<file path="src/rtl/ahb_to_apb_bridge_fsm_core_assert.svh">
// assertion helpers for the ahb to apb bridge
`ifndef AHB_TO_APB_BRIDGE_FSM_CORE_ASSERT_SVH
`define AHB_TO_APB_BRIDGE_FSM_CORE_ASSERT_SVH

// same-cycle implication, checked outside reset
`define AHB_APB_CHECK_NOW(lbl, ante, cons) \
  lbl: assert property (@(posedge clk) disable iff (rst) (ante) |-> (cons)) \
    else $error("ahb_apb same-cycle check failed");

// next-cycle implication, checked outside reset
`define AHB_APB_CHECK_NEXT(lbl, ante, cons) \
  lbl: assert property (@(posedge clk) disable iff (rst) (ante) |=> (cons)) \
    else $error("ahb_apb next-cycle check failed");

`endif

</file>
<file path="src/rtl/ahb_apb_pkg.sv">
`timescale 1ns / 1ps

package ahb_apb_pkg;

  localparam int DATA_WIDTH_DEF = 32;
  localparam int ADDR_W         = 32;
  localparam int STATE_W        = 3;
  localparam int SEL_W          = 3;

  // bridge states
  localparam logic [STATE_W-1:0] ST_IDLE           = 3'd0;
  localparam logic [STATE_W-1:0] ST_WR_WAIT        = 3'd1;
  localparam logic [STATE_W-1:0] ST_READ           = 3'd2;
  localparam logic [STATE_W-1:0] ST_WR_SETUP       = 3'd3;
  localparam logic [STATE_W-1:0] ST_WR_SETUP_PIPE  = 3'd4;
  localparam logic [STATE_W-1:0] ST_RD_ACCESS      = 3'd5;
  localparam logic [STATE_W-1:0] ST_WR_ACCESS      = 3'd6;
  localparam logic [STATE_W-1:0] ST_WR_ACCESS_PIPE = 3'd7;

  // address map
  localparam logic [ADDR_W-1:0] SLV0_BASE = 32'h8000_0000;
  localparam logic [ADDR_W-1:0] SLV1_BASE = 32'h8400_0000;
  localparam logic [ADDR_W-1:0] SLV2_BASE = 32'h8800_0000;
  localparam logic [ADDR_W-1:0] WIN_TOP   = 32'h8C00_0000;

  localparam logic [SEL_W-1:0] SEL_NONE = 3'b000;
  localparam logic [SEL_W-1:0] SEL_S0   = 3'b001;
  localparam logic [SEL_W-1:0] SEL_S1   = 3'b010;
  localparam logic [SEL_W-1:0] SEL_S2   = 3'b100;

  localparam logic [1:0] HTRANS_NONSEQ = 2'h2;
  localparam logic [1:0] HTRANS_SEQ    = 2'h3;

  localparam logic RESP_OKAY = 1'b0;

  typedef struct packed {
    logic             write;
    logic             enable;
    logic [SEL_W-1:0] select;
    logic             ready;
  } apb_ctrl_t;

  localparam int CTRL_W = $bits(apb_ctrl_t);

endpackage

</file>
<file path="src/rtl/ahb_apb_in_reg.sv">
`timescale 1ns / 1ps

module ahb_apb_in_reg #(
  parameter int W = 8
) (
  input  logic         clk,
  input  logic         rst,
  input  logic         in_valid,
  output logic         in_ready,
  input  logic [W-1:0] in_data,
  output logic         stage_valid,
  output logic [W-1:0] stage_data,
  input  logic         stage_take
);

  logic         valid;
  logic [W-1:0] data;

  assign in_ready    = !valid || stage_take;
  assign stage_valid = valid;
  assign stage_data  = data;

  always_ff @(posedge clk) begin
    if (rst) begin
      valid <= 1'b0;
    end else if (in_valid && in_ready) begin
      valid <= 1'b1;
    end else if (stage_take) begin
      valid <= 1'b0;
    end
  end

  always_ff @(posedge clk) begin
    if (in_valid && in_ready) begin
      data <= in_data;
    end
  end

endmodule

</file>
<file path="src/rtl/ahb_apb_core.sv">
`timescale 1ns / 1ps

module ahb_apb_core #(
  parameter int DATA_WIDTH = ahb_apb_pkg::DATA_WIDTH_DEF
) (
  input  logic                           clk,
  input  logic                           rst,
  input  logic                           step,
  input  logic                           bus_reset_n,
  input  logic                           ready_in,
  input  logic [ahb_apb_pkg::ADDR_W-1:0] address,
  input  logic [1:0]                     transfer_type,
  input  logic                           write_enable,
  input  logic [DATA_WIDTH-1:0]          write_data,
  input  logic [DATA_WIDTH-1:0]          peripheral_read_data,
  output logic [ahb_apb_pkg::ADDR_W-1:0] res_address,
  output logic [DATA_WIDTH-1:0]          res_write_data,
  output ahb_apb_pkg::apb_ctrl_t         res_ctrl,
  output logic [DATA_WIDTH-1:0]          res_read_data
);

  // stored state
  logic [ahb_apb_pkg::STATE_W-1:0] state;
  logic [ahb_apb_pkg::ADDR_W-1:0]  addr_s1;
  logic [DATA_WIDTH-1:0]           data_s1;
  logic [ahb_apb_pkg::ADDR_W-1:0]  held_address;
  logic [DATA_WIDTH-1:0]           held_write_data;
  ahb_apb_pkg::apb_ctrl_t          held_ctrl;

  // next values
  logic [ahb_apb_pkg::STATE_W-1:0] cur_state, state_next;
  logic [ahb_apb_pkg::ADDR_W-1:0]  addr_s1_next, addr_s2_next;
  logic [DATA_WIDTH-1:0]           data_s1_next, data_s2_next;
  logic                            wflag_next;
  logic [ahb_apb_pkg::ADDR_W-1:0]  held_address_next;
  logic [DATA_WIDTH-1:0]           held_write_data_next;
  ahb_apb_pkg::apb_ctrl_t          held_ctrl_next;
  logic                            xfer_valid;
  logic                            in_window;
  logic [ahb_apb_pkg::SEL_W-1:0]   sel;

  assign res_address    = bus_reset_n ? held_address : '0;
  assign res_write_data = bus_reset_n ? held_write_data : '0;
  assign res_ctrl       = bus_reset_n ? held_ctrl : '0;
  assign res_read_data  = bus_reset_n ? peripheral_read_data : '0;

  always_comb begin
    cur_state    = bus_reset_n ? state : ahb_apb_pkg::ST_IDLE;
    addr_s1_next = bus_reset_n ? address : '0;
    addr_s2_next = bus_reset_n ? addr_s1 : '0;
    data_s1_next = bus_reset_n ? write_data : '0;
    data_s2_next = bus_reset_n ? data_s1 : '0;
    wflag_next   = bus_reset_n && write_enable;

    in_window  = (address >= ahb_apb_pkg::SLV0_BASE) && (address <= ahb_apb_pkg::WIN_TOP);
    xfer_valid = bus_reset_n && ready_in && in_window &&
                 (transfer_type == ahb_apb_pkg::HTRANS_NONSEQ ||
                  transfer_type == ahb_apb_pkg::HTRANS_SEQ);

    sel = ahb_apb_pkg::SEL_NONE;
    if (bus_reset_n) begin
      if (address >= ahb_apb_pkg::SLV0_BASE && address < ahb_apb_pkg::SLV1_BASE) begin
        sel = ahb_apb_pkg::SEL_S0;
      end else if (address >= ahb_apb_pkg::SLV1_BASE && address < ahb_apb_pkg::SLV2_BASE) begin
        sel = ahb_apb_pkg::SEL_S1;
      end else if (address >= ahb_apb_pkg::SLV2_BASE && address < ahb_apb_pkg::WIN_TOP) begin
        sel = ahb_apb_pkg::SEL_S2;
      end
    end

    case (cur_state)
      ahb_apb_pkg::ST_IDLE, ahb_apb_pkg::ST_RD_ACCESS: begin
        state_next = !xfer_valid ? ahb_apb_pkg::ST_IDLE :
                     (write_enable ? ahb_apb_pkg::ST_WR_WAIT : ahb_apb_pkg::ST_READ);
      end
      ahb_apb_pkg::ST_WR_WAIT: begin
        state_next = xfer_valid ? ahb_apb_pkg::ST_WR_SETUP_PIPE : ahb_apb_pkg::ST_WR_SETUP;
      end
      ahb_apb_pkg::ST_READ:   state_next = ahb_apb_pkg::ST_RD_ACCESS;
      ahb_apb_pkg::ST_WR_SETUP: begin
        state_next = xfer_valid ? ahb_apb_pkg::ST_WR_ACCESS_PIPE : ahb_apb_pkg::ST_WR_ACCESS;
      end
      ahb_apb_pkg::ST_WR_SETUP_PIPE: state_next = ahb_apb_pkg::ST_WR_ACCESS;
      ahb_apb_pkg::ST_WR_ACCESS: begin
        state_next = ready_in ? ahb_apb_pkg::ST_IDLE : ahb_apb_pkg::ST_WR_WAIT;
      end
      default: begin
        if (!xfer_valid && wflag_next) begin
          state_next = ahb_apb_pkg::ST_WR_SETUP;
        end else if (xfer_valid && !wflag_next) begin
          state_next = ahb_apb_pkg::ST_WR_SETUP_PIPE;
        end else begin
          state_next = ahb_apb_pkg::ST_READ;
        end
      end
    endcase

    held_address_next    = held_address;
    held_write_data_next = held_write_data;
    held_ctrl_next       = held_ctrl;
    case (cur_state)
      ahb_apb_pkg::ST_IDLE, ahb_apb_pkg::ST_RD_ACCESS: begin
        if (xfer_valid && !write_enable) begin
          held_address_next     = address;
          held_ctrl_next.write  = write_enable;
          held_ctrl_next.select = sel;
          held_ctrl_next.enable = 1'b0;
          held_ctrl_next.ready  = 1'b0;
        end else begin
          // idle drops the address, read-enable drops the select
          if (cur_state == ahb_apb_pkg::ST_IDLE) begin
            held_address_next = '0;
          end else begin
            held_ctrl_next.select = ahb_apb_pkg::SEL_NONE;
          end
          held_ctrl_next.enable = 1'b0;
          held_ctrl_next.ready  = 1'b1;
        end
      end
      ahb_apb_pkg::ST_WR_WAIT: begin
        held_address_next     = addr_s1_next;
        held_ctrl_next.write  = 1'b1;
        held_ctrl_next.select = sel;
        held_ctrl_next.enable = 1'b0;
        held_ctrl_next.ready  = 1'b0;
        held_write_data_next  = xfer_valid ? data_s1_next : write_data;
      end
      ahb_apb_pkg::ST_READ, ahb_apb_pkg::ST_WR_SETUP_PIPE: begin
        held_ctrl_next.enable = 1'b1;
        held_ctrl_next.ready  = 1'b1;
      end
      ahb_apb_pkg::ST_WR_ACCESS_PIPE: begin
        held_address_next     = addr_s2_next;
        held_ctrl_next.write  = write_enable;
        held_ctrl_next.select = sel;
        held_ctrl_next.enable = 1'b0;
        if (!xfer_valid && wflag_next) begin
          held_write_data_next = write_data;
          held_ctrl_next.ready = 1'b0;
        end else begin
          held_write_data_next = data_s2_next;
          held_ctrl_next.ready = 1'b1;
        end
      end
      ahb_apb_pkg::ST_WR_ACCESS: begin
        if (!xfer_valid && wflag_next) begin
          held_address_next = '0;
        end else begin
          held_ctrl_next.select = ahb_apb_pkg::SEL_NONE;
        end
        held_ctrl_next.enable = 1'b0;
        held_ctrl_next.ready  = 1'b0;
      end
      default: begin
        // write state holds everything
      end
    endcase
  end

  always_ff @(posedge clk) begin
    if (rst) begin
      state           <= ahb_apb_pkg::ST_IDLE;
      addr_s1         <= '0;
      data_s1         <= '0;
      held_address    <= '0;
      held_write_data <= '0;
      held_ctrl       <= '0;
    end else if (step) begin
      state           <= state_next;
      addr_s1         <= addr_s1_next;
      data_s1         <= data_s1_next;
      held_address    <= held_address_next;
      held_write_data <= held_write_data_next;
      held_ctrl       <= held_ctrl_next;
    end
  end

endmodule

</file>
<file path="src/rtl/ahb_apb_out_buf.sv">
`timescale 1ns / 1ps

module ahb_apb_out_buf #(
  parameter int W = 8
) (
  input  logic         clk,
  input  logic         rst,
  input  logic         push,
  input  logic [W-1:0] push_data,
  output logic         full,
  output logic         out_valid,
  input  logic         out_ready,
  output logic [W-1:0] out_data
);

  localparam int DEPTH = 2;
  localparam int PTR_W = $clog2(DEPTH);
  localparam int CNT_W = $clog2(DEPTH + 1);

  logic [W-1:0]     entries [DEPTH];
  logic [PTR_W-1:0] wr_ptr, rd_ptr;
  logic [CNT_W-1:0] count;
  logic             pop;

  assign full      = (count == CNT_W'(DEPTH));
  assign out_valid = (count != '0);
  assign pop       = out_valid && out_ready;
  assign out_data  = entries[rd_ptr];

  always_ff @(posedge clk) begin
    if (rst) begin
      wr_ptr <= '0;
      rd_ptr <= '0;
      count  <= '0;
    end else begin
      if (push) begin
        wr_ptr <= wr_ptr + 1'b1;
      end
      if (pop) begin
        rd_ptr <= rd_ptr + 1'b1;
      end
      if (push && !pop) begin
        count <= count + 1'b1;
      end else if (pop && !push) begin
        count <= count - 1'b1;
      end
    end
  end

  always_ff @(posedge clk) begin
    if (push) begin
      entries[wr_ptr] <= push_data;
    end
  end

endmodule

</file>
<file path="src/rtl/ahb_to_apb_bridge_fsm_core.sv">
`timescale 1ns / 1ps
// ahb to apb bridge, cycle model driven one bus clock per transaction
// input channel (in_valid/in_ready): one transaction is one bus clock worth of
//   ahb master signals plus the apb read data sampled in that clock
// output channel (out_valid/out_ready): one transaction per input, carrying
//   the registered apb address, write data, direction, enable, select,
//   ahb ready, passed-through read data and an always-okay response
// path: a transaction lands in the input register on acceptance, is evaluated
//   against the bridge fsm and its two-stage address/data pipe once the output
//   buffer has room, and its result is registered there before being offered
// throughput: one transaction per cycle while the output buffer has room
// stall: a two-entry output buffer keeps accepting while a result waits; the
//   input backs up only once both entries and the input register are full
// reset (rst): clears the fsm to idle, the pipeline, the held apb values and
//   all channel valids; bus_reset_n low inside a transaction clears the fsm
//   and pipe for that clock and returns an all-zero result

`include "ahb_to_apb_bridge_fsm_core_assert.svh"

module ahb_to_apb_bridge_fsm_core #(
  parameter int DATA_WIDTH = ahb_apb_pkg::DATA_WIDTH_DEF
) (
  input  logic                           clk,
  input  logic                           rst,
  // input transaction channel
  input  logic                           in_valid,
  output logic                           in_ready,
  input  logic                           bus_reset_n,
  input  logic                           ready_in,
  input  logic [ahb_apb_pkg::ADDR_W-1:0] address,
  input  logic [1:0]                     transfer_type,
  input  logic                           write_enable,
  input  logic [DATA_WIDTH-1:0]          write_data,
  input  logic [DATA_WIDTH-1:0]          peripheral_read_data,
  // result transaction channel
  output logic                           out_valid,
  input  logic                           out_ready,
  output logic [ahb_apb_pkg::ADDR_W-1:0] apb_address,
  output logic [DATA_WIDTH-1:0]          apb_write_data,
  output logic                           apb_write,
  output logic                           apb_enable,
  output logic [ahb_apb_pkg::SEL_W-1:0]  apb_select,
  output logic                           ready_out,
  output logic [DATA_WIDTH-1:0]          read_data,
  output logic                           response
);

  // input item: reset, ready, address, htrans, write, wdata, rdata
  localparam int ITEM_W = 1 + 1 + ahb_apb_pkg::ADDR_W + 2 + 1 + 2 * DATA_WIDTH;
  // result item: address, wdata, control group, rdata
  localparam int RES_W  = ahb_apb_pkg::ADDR_W + 2 * DATA_WIDTH + ahb_apb_pkg::CTRL_W;

  logic                           stage_valid;
  logic [ITEM_W-1:0]              stage_data;
  logic                           step;
  logic                           buf_full;

  logic                           s_bus_reset_n;
  logic                           s_ready_in;
  logic [ahb_apb_pkg::ADDR_W-1:0] s_address;
  logic [1:0]                     s_transfer_type;
  logic                           s_write_enable;
  logic [DATA_WIDTH-1:0]          s_write_data;
  logic [DATA_WIDTH-1:0]          s_read_data;

  logic [ahb_apb_pkg::ADDR_W-1:0] res_address;
  logic [DATA_WIDTH-1:0]          res_write_data;
  ahb_apb_pkg::apb_ctrl_t         res_ctrl;
  logic [DATA_WIDTH-1:0]          res_read_data;
  ahb_apb_pkg::apb_ctrl_t         out_ctrl;
  logic [RES_W-1:0]               buf_out;

  // input register: lets the upstream side run one transaction ahead
  ahb_apb_in_reg #(
    .W (ITEM_W)
  ) u_in_reg (
    .clk         (clk),
    .rst         (rst),
    .in_valid    (in_valid),
    .in_ready    (in_ready),
    .in_data     ({bus_reset_n, ready_in, address, transfer_type, write_enable,
                   write_data, peripheral_read_data}),
    .stage_valid (stage_valid),
    .stage_data  (stage_data),
    .stage_take  (step)
  );

  assign {s_bus_reset_n, s_ready_in, s_address, s_transfer_type, s_write_enable,
          s_write_data, s_read_data} = stage_data;

  // a transaction is evaluated whenever the output buffer has room
  assign step = stage_valid && !buf_full;

  ahb_apb_core #(
    .DATA_WIDTH (DATA_WIDTH)
  ) u_core (
    .clk                  (clk),
    .rst                  (rst),
    .step                 (step),
    .bus_reset_n          (s_bus_reset_n),
    .ready_in             (s_ready_in),
    .address              (s_address),
    .transfer_type        (s_transfer_type),
    .write_enable         (s_write_enable),
    .write_data           (s_write_data),
    .peripheral_read_data (s_read_data),
    .res_address          (res_address),
    .res_write_data       (res_write_data),
    .res_ctrl             (res_ctrl),
    .res_read_data        (res_read_data)
  );

  // two-entry result buffer decouples the receiver stall from the fsm
  ahb_apb_out_buf #(
    .W (RES_W)
  ) u_out_buf (
    .clk       (clk),
    .rst       (rst),
    .push      (step),
    .push_data ({res_address, res_write_data, res_ctrl, res_read_data}),
    .full      (buf_full),
    .out_valid (out_valid),
    .out_ready (out_ready),
    .out_data  (buf_out)
  );

  assign {apb_address, apb_write_data, out_ctrl, read_data} = buf_out;
  assign apb_write  = out_ctrl.write;
  assign apb_enable = out_ctrl.enable;
  assign apb_select = out_ctrl.select;
  assign ready_out  = out_ctrl.ready;
  // the bridge never signals an error
  assign response   = ahb_apb_pkg::RESP_OKAY;

  // slave select is one-hot or none on every result
  `AHB_APB_CHECK_NOW(a_select_onehot, out_valid, $onehot0(apb_select))
  // an empty result buffer never backpressures the input
  `AHB_APB_CHECK_NOW(a_empty_takes_input, !out_valid, in_ready)
  // a bus-reset clock yields an all-zero control group
  `AHB_APB_CHECK_NOW(a_bus_reset_zero, step && !s_bus_reset_n,
                     res_ctrl == '0 && res_address == '0)
  // an evaluated transaction always leaves out_valid high in the next cycle
  `AHB_APB_CHECK_NEXT(a_step_gives_result, step, out_valid)

endmodule

</file>
<file path="config.mk">
export PLATFORM = sky130hd
export DESIGN_NAME = ahb_to_apb_bridge_fsm_core
export DESIGN_NICKNAME = d
export VERILOG_FILES = /design/src/rtl/ahb_apb_pkg.sv /design/src/rtl/ahb_apb_in_reg.sv /design/src/rtl/ahb_apb_core.sv /design/src/rtl/ahb_apb_out_buf.sv /design/src/rtl/ahb_to_apb_bridge_fsm_core.sv
export VERILOG_INCLUDE_DIRS = /design/src /design/src/rtl
export SDC_FILE = /design/constraint.sdc
export NUM_CORES = 1
export LEC_CHECK = 0
export BUFFER_PORTS_ARGS = -buffer_cell sky130_fd_sc_hd__buf_2
export CAP_MARGIN = 25
export CORE_MARGIN = 2
export CORE_UTILIZATION = 62
export CTS_CLUSTER_SIZE = 28
export DETAILED_ROUTE_END_ITERATION = 10
export PLACE_DENSITY = 0.84
export SYNTH_ARGS = -nofsm -noshare
export SYNTH_HDL_FRONTEND = slang
export SYNTH_SLANG_ARGS = --single-unit
</file>
<file path="constraint.sdc">
create_clock -name clk -period 14.7 [get_ports clk]
set_input_delay 0 -clock clk [delete_from_list [all_inputs] [get_ports clk]]
set_output_delay 0 -clock clk [all_outputs]
set_load 0.02 [all_outputs]
</file>
==> impl_summary.log, run 1 <==
INFO  metric max-vdd-ir-drop = 0.1229 mV
INFO  metric ff2ff_setup_slack = 11.35 ns
INFO  metric die_h = 172.9 um
INFO  metric drt_pre_antenna_iters = 6
INFO  metric worst_pin_slew = 1.095 ns
INFO  metric post_drt_via_cell_ratio = 5.873
INFO  metric sequential_to_total_area_share_from_yosys_stat = 67.82%
INFO  metric total_leakage_power = 7.737 nW
INFO  metric synth_edf_count = 304
INFO  metric ctsHtreeMaxLevel = 2
INFO  metric layout_cells_sized_above_1 = 26.12%
INFO  metric setup_viol = 0
INFO  metric syn_area_per_cell = 13.12 sq um
INFO  metric power.density_cell_area = 151.4 mW/mm^2
INFO  metric antenna_found_initial = 1
INFO  metric cp.required = 15.14 ns
INFO  metric detailroute.via_count = 11940
INFO  metric clk_latency = 0.53 ns
INFO  metric worst-setup-path-type = flip-flop to flip-flop
INFO  metric grt_pass1_vias = 11260
INFO  metric run_status = finished clean
INFO  metric floorplan.io_pins = 210
INFO  metric fin_area = 0.02140 sq mm
INFO  metric clock-root-buffer = clkbuf_16
INFO  metric startpoint_type = flip-flop
INFO  metric uppermost_layer_routed = met4
INFO  metric rows = 61
INFO  metric hold_viol = 0
INFO  metric ys_async_sr_fraction = 0%
INFO  metric yosys_warnings = 0
INFO  metric post-route-util = 76.61%
INFO  metric grt_pass1_wl = 61440 um
INFO  metric synth.cell_area = 0.01768 sq mm
INFO  metric ys_seq_elements = 447
INFO  metric post_synth_net_total = 1454
INFO  metric cts_tree = yes
INFO  metric core_area = 0.02793 sq mm
INFO  metric m1WireLength = 16630 um
INFO  metric portBuffers = 207
INFO  metric min_period = 3.355 ns
INFO  metric cts_inserted_buffers = 43
INFO  metric fin_worst_skew = 0.01434 ns
INFO  metric wl_per_cell = 19.33 um
INFO  metric post_place_cell_area = 0.01891 sq mm
INFO  metric route.met3.wl = 2722 um
INFO  metric route.met2.wl = 18770 um
INFO  metric overflow = 0
INFO  metric drv_slew = 0
INFO  metric worst-endpoint-arrival = 3.79 ns
INFO  metric worstHoldPathType = input port to flip-flop
INFO  metric nNetsFinal = 1726
INFO  metric fp.dieArea = 0.02988 sq mm
INFO  metric synth_cells = 1348
INFO  metric post_synth_num_cell_types = 64
INFO  metric cts.reportedPaths.clkPinSlew = 0.06 ns
INFO  metric rsz0062_at_grt = false
INFO  metric place_congestion = 0.8444
INFO  metric route.antenna.remaining_nets = 0
INFO  metric design_power_total = 3.241 mW
INFO  metric cts_sinks = 447
INFO  metric synth_top_flop_cell = edfxtp_1
INFO  metric die_w = 172.9 um
INFO  metric detailed_router_s_first_iteration_violation_count = 1477
INFO  metric post_cts_setup_buffer_count = 0
INFO  metric wl = 39290 um
INFO  metric drc = 0
INFO  metric clockBufferDepth = 3
INFO  metric flow.area_growth_from_synthesis = 21.05%
INFO  metric start_util = 63.29%
INFO  metric timing.setup.tns = 0 ns
INFO  metric max_clock_freq = 0.2981 GHz
INFO  metric grt_util_all_layers = 25.64%
INFO  metric period_utilisation_layout = 22.82%
INFO  metric detailedPlacementHpwl = 21920 um
INFO  metric n_fill_cell = 1676
INFO  metric pin_count_of_the_biggest_net_entering_global_routing = 115
INFO  metric endpoint_kind = flip-flop
INFO  metric worstPathMaxFanout = 102
INFO  metric slew_headroom = 26.99%
INFO  metric cap_violations = 0
-- through the flow --
step                std cells  setup WS, ns  hold slack, ns
global placement         1844         11.07          0.1776
global route             2033         11.11          0.1780
finish                   2033         11.35          0.1794
CTS                      2029         11.33          0.1669
floorplan                1348         8.888         0.09887
detailed placement       1847         11.34          0.1781
-- layer usage --
layer | track usage (%) | up-vias
met2 | 41.75 | 581
met4 | 7.698 | 0
li1 | - | 5539
met3 | 3.892 | 90
met5 | 0 | -
met1 | 36.11 | 5730
-- final timing paths --
kind                                                   to  cells after the start                                from
setup reg to reg  u_core.held_write_data[18]$_SDFFE_PP0P_                      6  u_in_reg.stage_data[100]$_DFFE_PP_
hold reg to reg           u_core.addr_s1[12]$_SDFFE_PP0P_                      2     u_core.addr_s1[12]$_SDFFE_PP0P_
hold / removal          u_in_reg.stage_data[71]$_DFFE_PP_                      2                          address[4]
setup / recovery  u_core.held_write_data[18]$_SDFFE_PP0P_                      6  u_in_reg.stage_data[100]$_DFFE_PP_
-- registers in the layout (all words and copies together) (netlist names), named ones only --
| name | flops |
|---|---|
| u_out_buf.wr_ptr | 1 |
| u_core.state | 3 |
| u_out_buf.entries | 204 |
| u_core.held_write_data | 32 |
| u_out_buf.rd_ptr | 1 |
| u_in_reg.stage_data | 100 |
| u_core.held_address | 32 |
| u_core.data_s1 | 32 |
| u_core.addr_s1 | 32 |
| u_out_buf.count | 2 |
| u_core.held_ctrl | 6 |
| u_in_reg.stage_valid | 1 |
-- power breakdown --
part	internal, mW	total [mW]	leakage, nW	switching (mW)
combinational	0.253	0.641	3.02	0.389
clock	0.619	1.06	0.673	0.444
sequential	1.48	1.54	4.04	0.0615
-- critical path, stage by stage, from the launching register on --
cell      delay [ns]
edfxtp_1        0.32
buf_4           0.68
nand4_1         0.45
nand4b_2        0.44
a31oi_4         0.95
nand3_1         0.18
a31oi_1         0.24
-- cell usage in the layout (no fill, tap or decap), types with 46 or more instances in the layout --
| cell type | instances |
|---|---|
| a21oi_1 | 78 |
| and2_1 | 105 |
| buf_2 | 206 |
| clkbuf_16 | 46 |
| dfxtp_1 | 142 |
| dlygate4sd3_1 | 103 |
| edfxtp_1 | 304 |
| mux2_2 | 102 |
| nand2_1 | 112 |
| nand3_1 | 98 |
| o21ai_0 | 46 |
-- Yosys cell counts, drive strengths merged (29+ instances only) --
master  instances  area [sq um]
edfxtp        304          9129
dfxtp         143          2863
nand2         114         435.4
and2          108         678.2
mux2          102          1149
nand3          98         490.5
a21oi          78         390.4
clkbuf         72         271.5
o21ai          47         235.2
nor3           39         217.7
a31oi          38         252.7
buf            29         209.0
-- layout make-up --
| type | count | area, sq um | area share, % |
|---|---|---|---|
| multi-input combinational | 789 | 5196 | 24.28 |
| tap | 378 | 473.0 | 2.210 |
| clock buffer | 64 | 1279 | 5.975 |
| sequential | 447 | 12000 | 56.05 |
| timing repair buffer | 330 | 2327 | 10.87 |
| antenna | 1 | 2.502 | 0.01169 |
| inverter | 9 | 33.78 | 0.1578 |
| clock inverter | 15 | 95.09 | 0.4443 |
-- what timing repair did --
item / 4_1_cts / 5_1_grt
hold endpoints to repair: 123 / 0
hold buffers: 103 / 0
resized for setup: 0 / 0
-- cells by family (layout without fill, tap and decap cells) --
kind of cell	after synthesis	in the layout	share of synthesized area (%)
other	1	2	0.02121
flip-flops	447	447	67.82
adder cells (fa/ha/maj)	1	1	0.07076
AO/OA/AOI/OAI	242	242	9.207
AND/OR/NAND/NOR	435	435	12.95
buffers and inverters	112	418	3.008
multiplexers	106	106	6.723
XOR/XNOR	4	4	0.1982
Note: power is estimated with default switching activity, not from simulation.
==> run 2, diff against run 1 <==
Settings changed: CORE_UTILIZATION 62 to 58, PLACE_DENSITY 0.84 to 0.79.
Clock period 14.7 ns to 3.4 ns, I/O delays scaled along.
==> run 2 against run 1 <==
Power rose to 4.4 times the previous value; worst setup slack got worse by 11 ns; cell count rose by 0.93%; routed wire length shrank 0.92%; sequential cell count did not move; sequential share of layout area decreased by 0.39 points; critical endpoint is now u_core.held_write_data[14]$_SDFFE_PP0P_.
==> impl_summary.log, run 2 (same netlist as run 1, synthesis figures left out) <==
INFO  metric run_status = finished clean
INFO  metric grt_pass1_wl = 59580 um (-3.0%)
INFO  metric clk_latency = 0.56 ns (+0.03 ns)
INFO  metric cp.required = 3.85 ns (-11.29 ns)
INFO  metric cp_slowest_stage_delay = 0.50 ns (-0.45 ns)
INFO  metric largest_reg_flops = 204 (unchanged)
INFO  metric drt_pre_antenna_iters = 5 (-1)
INFO  metric drc = 0 (unchanged)
INFO  metric cp_cell_sequence = nor4b_1, and4_1, nand4b_2, a31oi_4, buf_4, nand3_1, a31oi_1
INFO  metric fp.dieArea = 0.03190 sq mm (+6.7%)
INFO  metric fin_worst_skew = 0.02044 ns (+0.006098 ns)
INFO  metric route.antenna.remaining_nets = 0 (unchanged)
INFO  metric die_h = 178.6 um (+3.3%)
INFO  metric cpLargestDelayFamily = simple AND/OR/NAND/NOR gates
INFO  metric timing.setup.tns = 0 ns (unchanged)
INFO  metric hold_viol = 0 (unchanged)
INFO  metric floorplan.io_pins = 210 (unchanged)
INFO  metric rows = 63 (+3.3%)
INFO  metric power.density_cell_area = 662.1 mW/mm^2 (+340%)
INFO  metric ctsHtreeMaxLevel = 2 (unchanged)
INFO  metric detailed_router_s_first_iteration_violation_count = 1214 (-18%)
INFO  metric post_drt_via_cell_ratio = 5.753 (-2.0%)
INFO  metric worstPathMaxFanout = 33 (-68%)
INFO  metric max-vdd-ir-drop = 0.4498 mV (+270%)
INFO  metric worst-endpoint-arrival = 3.23 ns (-0.56 ns)
INFO  metric die_w = 178.6 um (+3.3%)
INFO  metric core_area = 0.02980 sq mm (+6.7%)
INFO  metric worstHoldPathType = input port to flip-flop
INFO  metric slew_headroom = 35.17% (+8.2 points)
INFO  metric grt_pass1_vias = 11310 (+0.48%)
INFO  metric endpoint_kind = flip-flop
INFO  metric overflow = 0 (unchanged)
INFO  metric clock-root-buffer = clkbuf_16
INFO  metric cts.reportedPaths.clkPinSlew = 0.06 ns (about the same)
INFO  metric portBuffers = 207 (unchanged)
INFO  metric final_common_cell = edfxtp_1
INFO  metric grt_util_all_layers = 23.94% (-1.7 points)
INFO  metric registers.top_by_ff_count = u_out_buf.entries
INFO  metric min_period = 2.778 ns (-0.5767 ns)
INFO  metric r2r-start = u_in_reg.stage_data[68]$_DFFE_PP_
INFO  metric place_congestion = 0.8368 (-0.90%)
INFO  metric cts_tree = yes
INFO  metric endpoint_with_the_worst_hold_slack = u_in_reg.stage_data[77]$_DFFE_PP_
INFO  metric startpoint_type = flip-flop
INFO  metric clockBufferDepth = 3 (unchanged)
INFO  metric max_clock_freq = 0.3600 GHz (+21%)
INFO  metric most-common-layout-cells = edfxtp_1, buf_2, dfxtp_1, nand2_1, and2_1
INFO  metric detailroute.via_count = 11810 (-1.1%)
INFO  metric nNetsFinal = 1733 (+0.41%)
INFO  metric ff2ff_setup_slack = 0.62 ns (-10.72 ns)
INFO  metric rsz0062_at_grt = false
INFO  metric period_utilisation_layout = 81.70% (+59 points)
INFO  metric hp-start = address[10]
INFO  metric wl = 38930 um (-0.92%)
INFO  metric total_leakage_power = 7.809 nW (+0.93%)
INFO  metric critPathBufInv = 1 (unchanged)
INFO  metric layout_cells_sized_above_1 = 26.96% (+0.84 points)
INFO  metric flow.area_growth_from_synthesis = 21.90%
INFO  metric crit_slowest_cell = nor4b_1
INFO  metric n_fill_cell = 1969 (+17%)
INFO  metric cap_violations = 0 (unchanged)
INFO  metric insertedDiodeCount = 0 (-1)
INFO  metric wl_per_cell = 18.97 um (-1.8%)
INFO  metric timing.rr.end = u_core.held_write_data[14]$_SDFFE_PP0P_
INFO  metric detailedPlacementHpwl = 23030 um (+5.1%)
INFO  metric drv_slew = 0 (unchanged)
INFO  metric cts_inserted_buffers = 44 (+2.3%)
INFO  metric reg2regPathDepth = 7 (+1)
INFO  metric setup_viol = 0 (unchanged)
INFO  metric worst-setup-path-type = flip-flop to flip-flop
INFO  metric pin_count_of_the_biggest_net_entering_global_routing = 107 (-7.0%)
INFO  metric post-route-util = 72.34% (-4.3 points)
INFO  metric worst_pin_slew = 0.9724 ns (-0.1228 ns)
INFO  metric cts_sinks = 447 (unchanged)
INFO  metric start_util = 59.34% (-4.0 points)
INFO  metric whs_path_depth = 2 (unchanged)
INFO  metric ctsResizeCount = 0 (unchanged)
INFO  metric antenna_found_initial = 0 (-1)
run 2: area by class of cell:
cell class | instances | area, sq um | area share, %
Sequential cell | 447 | 12000 | 55.65
Multi-Input combinational cell | 789 | 5196 | 24.11
Timing Repair Buffer | 336 | 2367 | 10.98
Clock buffer | 65 | 1301 | 6.037
Tap cell | 390 | 488.0 | 2.264
Clock inverter | 16 | 171.4 | 0.7953
Inverter | 9 | 33.78 | 0.1567
run 2: how the worst max path moves through the flow:
stage                                                   from                                      end  slack (ns)  depth (start not counted)
final                      u_in_reg.stage_data[68]$_DFFE_PP_  u_core.held_write_data[14]$_SDFFE_PP0P_        0.62                          7
after global routing      u_in_reg.stage_data[100]$_DFFE_PP_  u_core.held_write_data[14]$_SDFFE_PP0P_        0.56                          7
after CTS                  u_in_reg.stage_data[68]$_DFFE_PP_     u_core.held_address[28]$_SDFFE_PP0P_        0.70                          6
after detailed placement   u_in_reg.stage_data[68]$_DFFE_PP_  u_core.held_write_data[12]$_SDFFE_PP0P_        0.72                          7
after global placement          u_core.state[2]$_SDFFE_PP0P_     u_core.held_address[31]$_SDFFE_PP0P_        0.80                          6
after floorplan              u_out_buf.count[0]$_SDFFE_PP0P_        u_out_buf.entries[1][0]$_DFFE_PP_        0.02                          2
run 2: worst register-to-register path, delay by kind of cell (launching register included):
kind,cells,cell delay [ns]
AND/OR/NAND/NOR,4,1.33
AO/OA/AOI/OAI,2,0.49
flip-flops,1,0.47
buffers and inverters,1,0.39
run 2: where the power goes:
| group | internal [mW] | leakage (nW) | total (mW) | switching, mW |
|---|---|---|---|---|
| sequential | 6.37 | 4.04 | 6.67 | 0.295 |
| combinational | 1.11 | 3.05 | 2.75 | 1.64 |
| clock | 2.82 | 0.721 | 4.85 | 2.03 |
| total | 10.3 | 7.81 | 14.3 | 3.97 |
run 2: stage by stage:
step,power [mW],instances,hold slack [ns],setup WS [ns],area [sq um]
after floorplan,8.536,1348,0.09887,0.01867,17690
after global placement,9.335,1866,0.1772,0.8000,18990
after detailed placement,9.440,1868,0.1781,0.7153,19050
after CTS,14.35,2052,0.1315,0.7008,21550
after global routing,14.80,2052,0.1477,0.5554,21550
final,14.27,2052,0.1488,0.6222,21550
run 2: repair_timing:
action / 4_1_cts / 5_1_grt
endpoints found under the hold margin: 128 / 0
setup buffers: 0 / 0
hold buffers: 103 / 0
run 2: routing by layer:
layer	GRT usage, %	up-vias	wire length [um]
li1	-	5566	-
met4	7.724	0	932
met5	0	-	0
met3	3.879	69	2482
met1	33.44	5712	16910
met2	38.61	459	18600
==> run 3, diff against run 2 <==
Settings changed: ABC_AREA from default to 1, CORE_UTILIZATION 58 to 53, PLACE_DENSITY 0.79 to 0.76.
Clock period 3.4 ns to 2.25 ns, I/O delays scaled along.
==> run 3 against run 2 <==
Combinational power increased by 48%; largest power group unchanged; routed wire length increased by 3.9%; worst setup slack got worse by 0.45 ns; highest routed layer unchanged; sequential power increased by 51%; die area increased by 13%; non-clock buffer count increased by 6; clock-buffer cell count decreased by 13; clock skew about the same; sequential share of layout area decreased by 2.2 points.
==> impl_summary.log, run 3 <==
INFO  metric post_synth_mux_area_share = 6.296% (-0.43 points)
INFO  metric power.sequential.fraction = 47.1% (+0.4 points)
INFO  metric synth_cells = 1723 (+28%)
INFO  metric post_synth_num_cell_types = 35 (-45%)
INFO  metric synth_most_common_cell = nand2_1
INFO  metric registers.top_by_ff_count = u_out_buf.entries
INFO  metric overflow = 0 (unchanged)
INFO  metric post_synth_most_frequent_cells = nand2_1, edfxtp_1, inv_1
INFO  metric synth_compound_gate_area_share = 7.818% (-1.4 points)
INFO  metric synth_top_flop_cell = edfxtp_1
INFO  metric pwr-share-clk = 33.8% (-0.2 points)
INFO  metric drv_slew = 0 (unchanged)
INFO  metric power.density_cell_area = 953.6 mW/mm^2 (+44%)
INFO  metric cell_internal_pwr = 15.48 mW (+50%)
INFO  metric clk_latency = 0.55 ns (about the same)
INFO  metric min_period = 2.082 ns (-0.6953 ns)
INFO  metric grt_pass1_vias = 11840 (+4.6%)
INFO  metric worstPathMaxFanout = 30 (-9.1%)
INFO  metric yosys.area_share.adder = 0.06858% (-0.0022 points)
INFO  metric worst-endpoint-arrival = 2.52 ns (-0.71 ns)
INFO  metric insertedDiodeCount = 0 (unchanged)
INFO  metric clockBufferDepth = 3 (unchanged)
INFO  metric ys_async_sr_fraction = 0% (unchanged)
INFO  metric footprint_of_the_multi_input_gates = 0.005062 sq mm (-2.6%)
INFO  metric grt.met3_usage = 3.191% (-0.69 points)
INFO  metric reg2regPathDepth = 15 (+8)
INFO  metric drt_pre_antenna_iters = 5 (unchanged)
INFO  metric timing.rr.end = u_core.held_address[2]$_SDFFE_PP0P_
INFO  metric drc = 0 (unchanged)
INFO  metric endpoint_with_the_worst_hold_slack = u_in_reg.stage_data[63]$_DFFE_PP_
INFO  metric start_util = 54.14% (-5.2 points)
INFO  metric yosys.area_share.simple = 13.26% (+0.31 points)
INFO  metric cp_slowest_stage_delay = 0.44 ns (-0.06 ns)
INFO  metric cts_inserted_buffers = 44 (unchanged)
INFO  metric cts.reportedPaths.clkPinSlew = 0.06 ns (about the same)
INFO  metric synth.top_cell.area_share = 50.04% (-1.6 points)
INFO  metric cp.required = 2.69 ns (-1.16 ns)
INFO  metric max-vdd-ir-drop = 0.6076 mV (+35%)
INFO  metric synth.largest_area_cell = edfxtp_1
INFO  metric design_power_total = 21.38 mW (+50%)
INFO  metric n_fill_cell = 2524 (+28%)
INFO  metric floorplan.io_pins = 210 (unchanged)
INFO  metric max_clock_freq = 0.4802 GHz (+33%)
INFO  metric yosys.area_share.xor_xnor = 0.04801% (-0.15 points)
INFO  metric fin_area = 0.02242 sq mm (+4.0%)
INFO  metric syn_area_per_cell = 10.59 sq um (-19%)
INFO  metric total_leakage_power = 9.747 nW (+25%)
INFO  metric largest_reg_flops = 204 (unchanged)
INFO  metric gr-usage-met2 = 34.01% (-4.6 points)
INFO  metric worstHoldPathType = input port to flip-flop
INFO  metric r2r-start = u_in_reg.stage_data[86]$_DFFE_PP_
INFO  metric grt_util_all_layers = 21.91% (-2.0 points)
INFO  metric worst_path_most_repeated_cell = nand2_1
INFO  metric endpoint_kind = flip-flop
INFO  metric core_area = 0.03370 sq mm (+13%)
INFO  metric wl_per_cell = 16.21 um (-15%)
INFO  metric critPathBufInv = 2 (+1)
INFO  metric pin_count_of_the_biggest_net_entering_global_routing = 149 (+39%)
INFO  metric startpoint_type = flip-flop
INFO  metric nNetsFinal = 2120 (+22%)
INFO  metric power.net_switching = 5.901 mW (+49%)
INFO  metric cts_sinks = 447 (unchanged)
INFO  metric cp_cell_sequence = inv_1, nand2_1, nor2_1, nand2_1, nor2_1, nand2_1, nand2_2, nand2_2, nand2_2, nand2_2, nand3_4, clkbuf_16, nand2_1, nand2_1, nor2_1
INFO  metric post_synth_net_total = 1829 (+26%)
INFO  metric switching_part_of_the_total = 27.59% (-0.21 points)
INFO  metric post_synth_main_area_contributors = edfxtp_1, dfxtp_1, nand2_1, mux2_2, inv_1
INFO  metric hold_viol = 0 (unchanged)
INFO  metric most-common-layout-cells = nand2_1, edfxtp_1, inv_1, buf_2, dfxtp_1
INFO  metric synth.cell_area = 0.01824 sq mm (+3.2%)
INFO  metric ff2ff_setup_slack = 0.17 ns (-0.45 ns)
INFO  metric fin_worst_skew = 0.02082 ns (+0.0003801 ns)
INFO  metric whs_path_depth = 2 (unchanged)
INFO  metric ys_seq_elements = 447 (unchanged)
INFO  metric worst_pin_slew = 0.8017 ns (-0.1707 ns)
INFO  metric route.antenna.remaining_nets = 0 (unchanged)
INFO  metric final_common_cell = nand2_1
INFO  metric post_drt_via_cell_ratio = 5.130 (-11%)
INFO  metric ctsHtreeMaxLevel = 2 (unchanged)
INFO  metric place_inst = 2310 (+24%)
INFO  metric clock-root-buffer = clkbuf_16
INFO  metric antenna_found_initial = 0 (unchanged)
INFO  metric post_place_cell_area = 0.01990 sq mm (+4.4%)
INFO  metric detailroute.via_count = 12800 (+8.5%)
INFO  metric synth_top_family_by_area = simple AND/OR/NAND/NOR gates
INFO  metric synth_edf_count = 304 (unchanged)
INFO  metric die_w = 189.5 um (+6.1%)
INFO  metric period_utilisation_layout = 92.55% (+11 points)
INFO  metric globalRouteMet1Util = 32.82% (-0.62 points)
INFO  metric sequential_to_total_area_share_from_yosys_stat = 65.73% (-2.1 points)
INFO  metric wl = 40470 um (+3.9%)
INFO  metric layout_cells_sized_above_1 = 21.09% (-5.9 points)
INFO  metric flow.area_growth_from_synthesis = 22.91%
INFO  metric cap_violations = 0 (unchanged)
INFO  metric portBuffers = 207 (unchanged)
INFO  metric stdcell_count = 2496 (+22%)
INFO  metric hp-start = write_data[31]
INFO  metric run_status = finished clean
INFO  metric worst-setup-path-type = flip-flop to flip-flop
INFO  metric rows = 67 (+6.3%)
INFO  metric detailed_router_s_first_iteration_violation_count = 1289 (+6.2%)
INFO  metric slew_headroom = 46.55% (+11 points)
INFO  metric yosys_warnings = 0 (unchanged)
INFO  metric setup_viol = 0 (unchanged)
INFO  metric fp.dieArea = 0.03592 sq mm (+13%)
INFO  metric cpLargestDelayFamily = simple AND/OR/NAND/NOR gates
INFO  metric grt_pass1_wl = 62440 um (+4.8%)
INFO  metric die_h = 189.5 um (+6.1%)
INFO  metric gr-max-usage-layer = met2
INFO  metric layout.area.seq = 0.01200 sq mm (about the same)
INFO  metric cts_tree = yes
INFO  metric place_congestion = 0.8818 (+5.4%)
INFO  metric detailedPlacementHpwl = 24440 um (+6.1%)
INFO  metric pwr-share-comb = 19.1% (-0.2 points)
INFO  metric crit_slowest_cell = edfxtp_1
run 3: cell types whose count changed in the layout (fill, tap and decap cells not counted), moves of 28 or more:
cell,before,now
nand3_1,98,51
a31oi_1,37,0
o21ai_0,46,78
nor2_1,15,114
o21bai_1,0,28
nor3_1,37,4
and2_1,105,0
nand2_1,112,422
inv_1,8,214
run 3: cell families (layout without fill, tap and decap cells):
logic type	Yosys count	in the layout
AO/OA/AOI/OAI	243	243
XOR/XNOR	1	1
adder cells (fa/ha/maj)	1	1
buffers and inverters	318	643
flip-flops	447	447
multiplexers	102	102
other	1	1
AND/OR/NAND/NOR	610	610
run 3: area by class of cell:
class                      count  share of cell area, %
tap                          448                  2.500
clock buffer                  52                  5.133
multi-input combinational    958                  22.58
clock inverter                28                  1.239
inverter                     221                  3.716
timing repair buffer         342                  11.34
sequential                   447                  53.50
run 3: worst max-delay path by stage:
stage,slack (ns),from,endpoint,depth (start not counted)
after floorplan,-0.50,u_out_buf.count[0]$_SDFFE_PP0P_,u_out_buf.entries[1][0]$_DFFE_PP_,5
after global placement,0.20,u_in_reg.stage_data[100]$_DFFE_PP_,u_core.held_address[30]$_SDFFE_PP0P_,5
after detailed placement,0.14,u_in_reg.stage_data[84]$_DFFE_PP_,u_core.held_address[20]$_SDFFE_PP0P_,15
after global routing,-0.000005,u_in_reg.stage_data[100]$_DFFE_PP_,u_core.held_address[5]$_SDFFE_PP0P_,10
after CTS,0.14,u_in_reg.stage_data[84]$_DFFE_PP_,u_core.held_address[20]$_SDFFE_PP0P_,15
final,0.17,u_in_reg.stage_data[86]$_DFFE_PP_,u_core.held_address[2]$_SDFFE_PP0P_,15
run 3: per-stage QoR:
stage                     utilization, %  setup WS (ns)  setup TNS (ns)  hold slack [ns]
after global placement             59.04         0.1984               0           0.1772
after floorplan                        -        -0.4956         -143.18          0.09887
after detailed placement           59.04         0.1376               0           0.1781
after CTS                          66.34         0.1357               0           0.1379
after global routing               66.54   -0.000004885    -0.000004885           0.1521
final                              66.54         0.1676               0           0.1500
run 3: power groups by stage:
stage	logic [mW]	registers (mW)	clock network (mW)
6_report	4.08	10.1	7.23
5_1_grt	4.43	10.2	7.69
4_1_cts	4.03	10.1	7.35
3_5_place_dp	3.86	10.2	0
3_3_place_gp	3.78	10.2	0
2_1_floorplan	2.72	10.1	0
run 3: routing by layer:
layer	vias up	routed length (um)
met1	6014	18630
li1	6273	-
met5	-	0
met4	0	675
met3	49	2756
met2	468	18400
run 3: repair_timing:
item / 4_1_cts / 5_1_grt
hold endpoints to repair: 122 / 0
buffers inserted: 0 / 1
gates resized for setup: 0 / 2
hold buffers: 103 / 0
endpoints found under the setup margin: 0 / 32
run 3: worst reg2reg max path: stages, from the launching register on:
cell	delay (ns)
edfxtp_1	0.44
inv_1	0.08
nand2_1	0.05
nor2_1	0.10
nand2_1	0.06
nor2_1	0.17
nand2_1	0.10
nand2_2	0.12
nand2_2	0.11
nand2_2	0.12
nand2_2	0.10
nand3_4	0.13
clkbuf_16	0.23
nand2_1	0.07
nand2_1	0.05
nor2_1	0.04
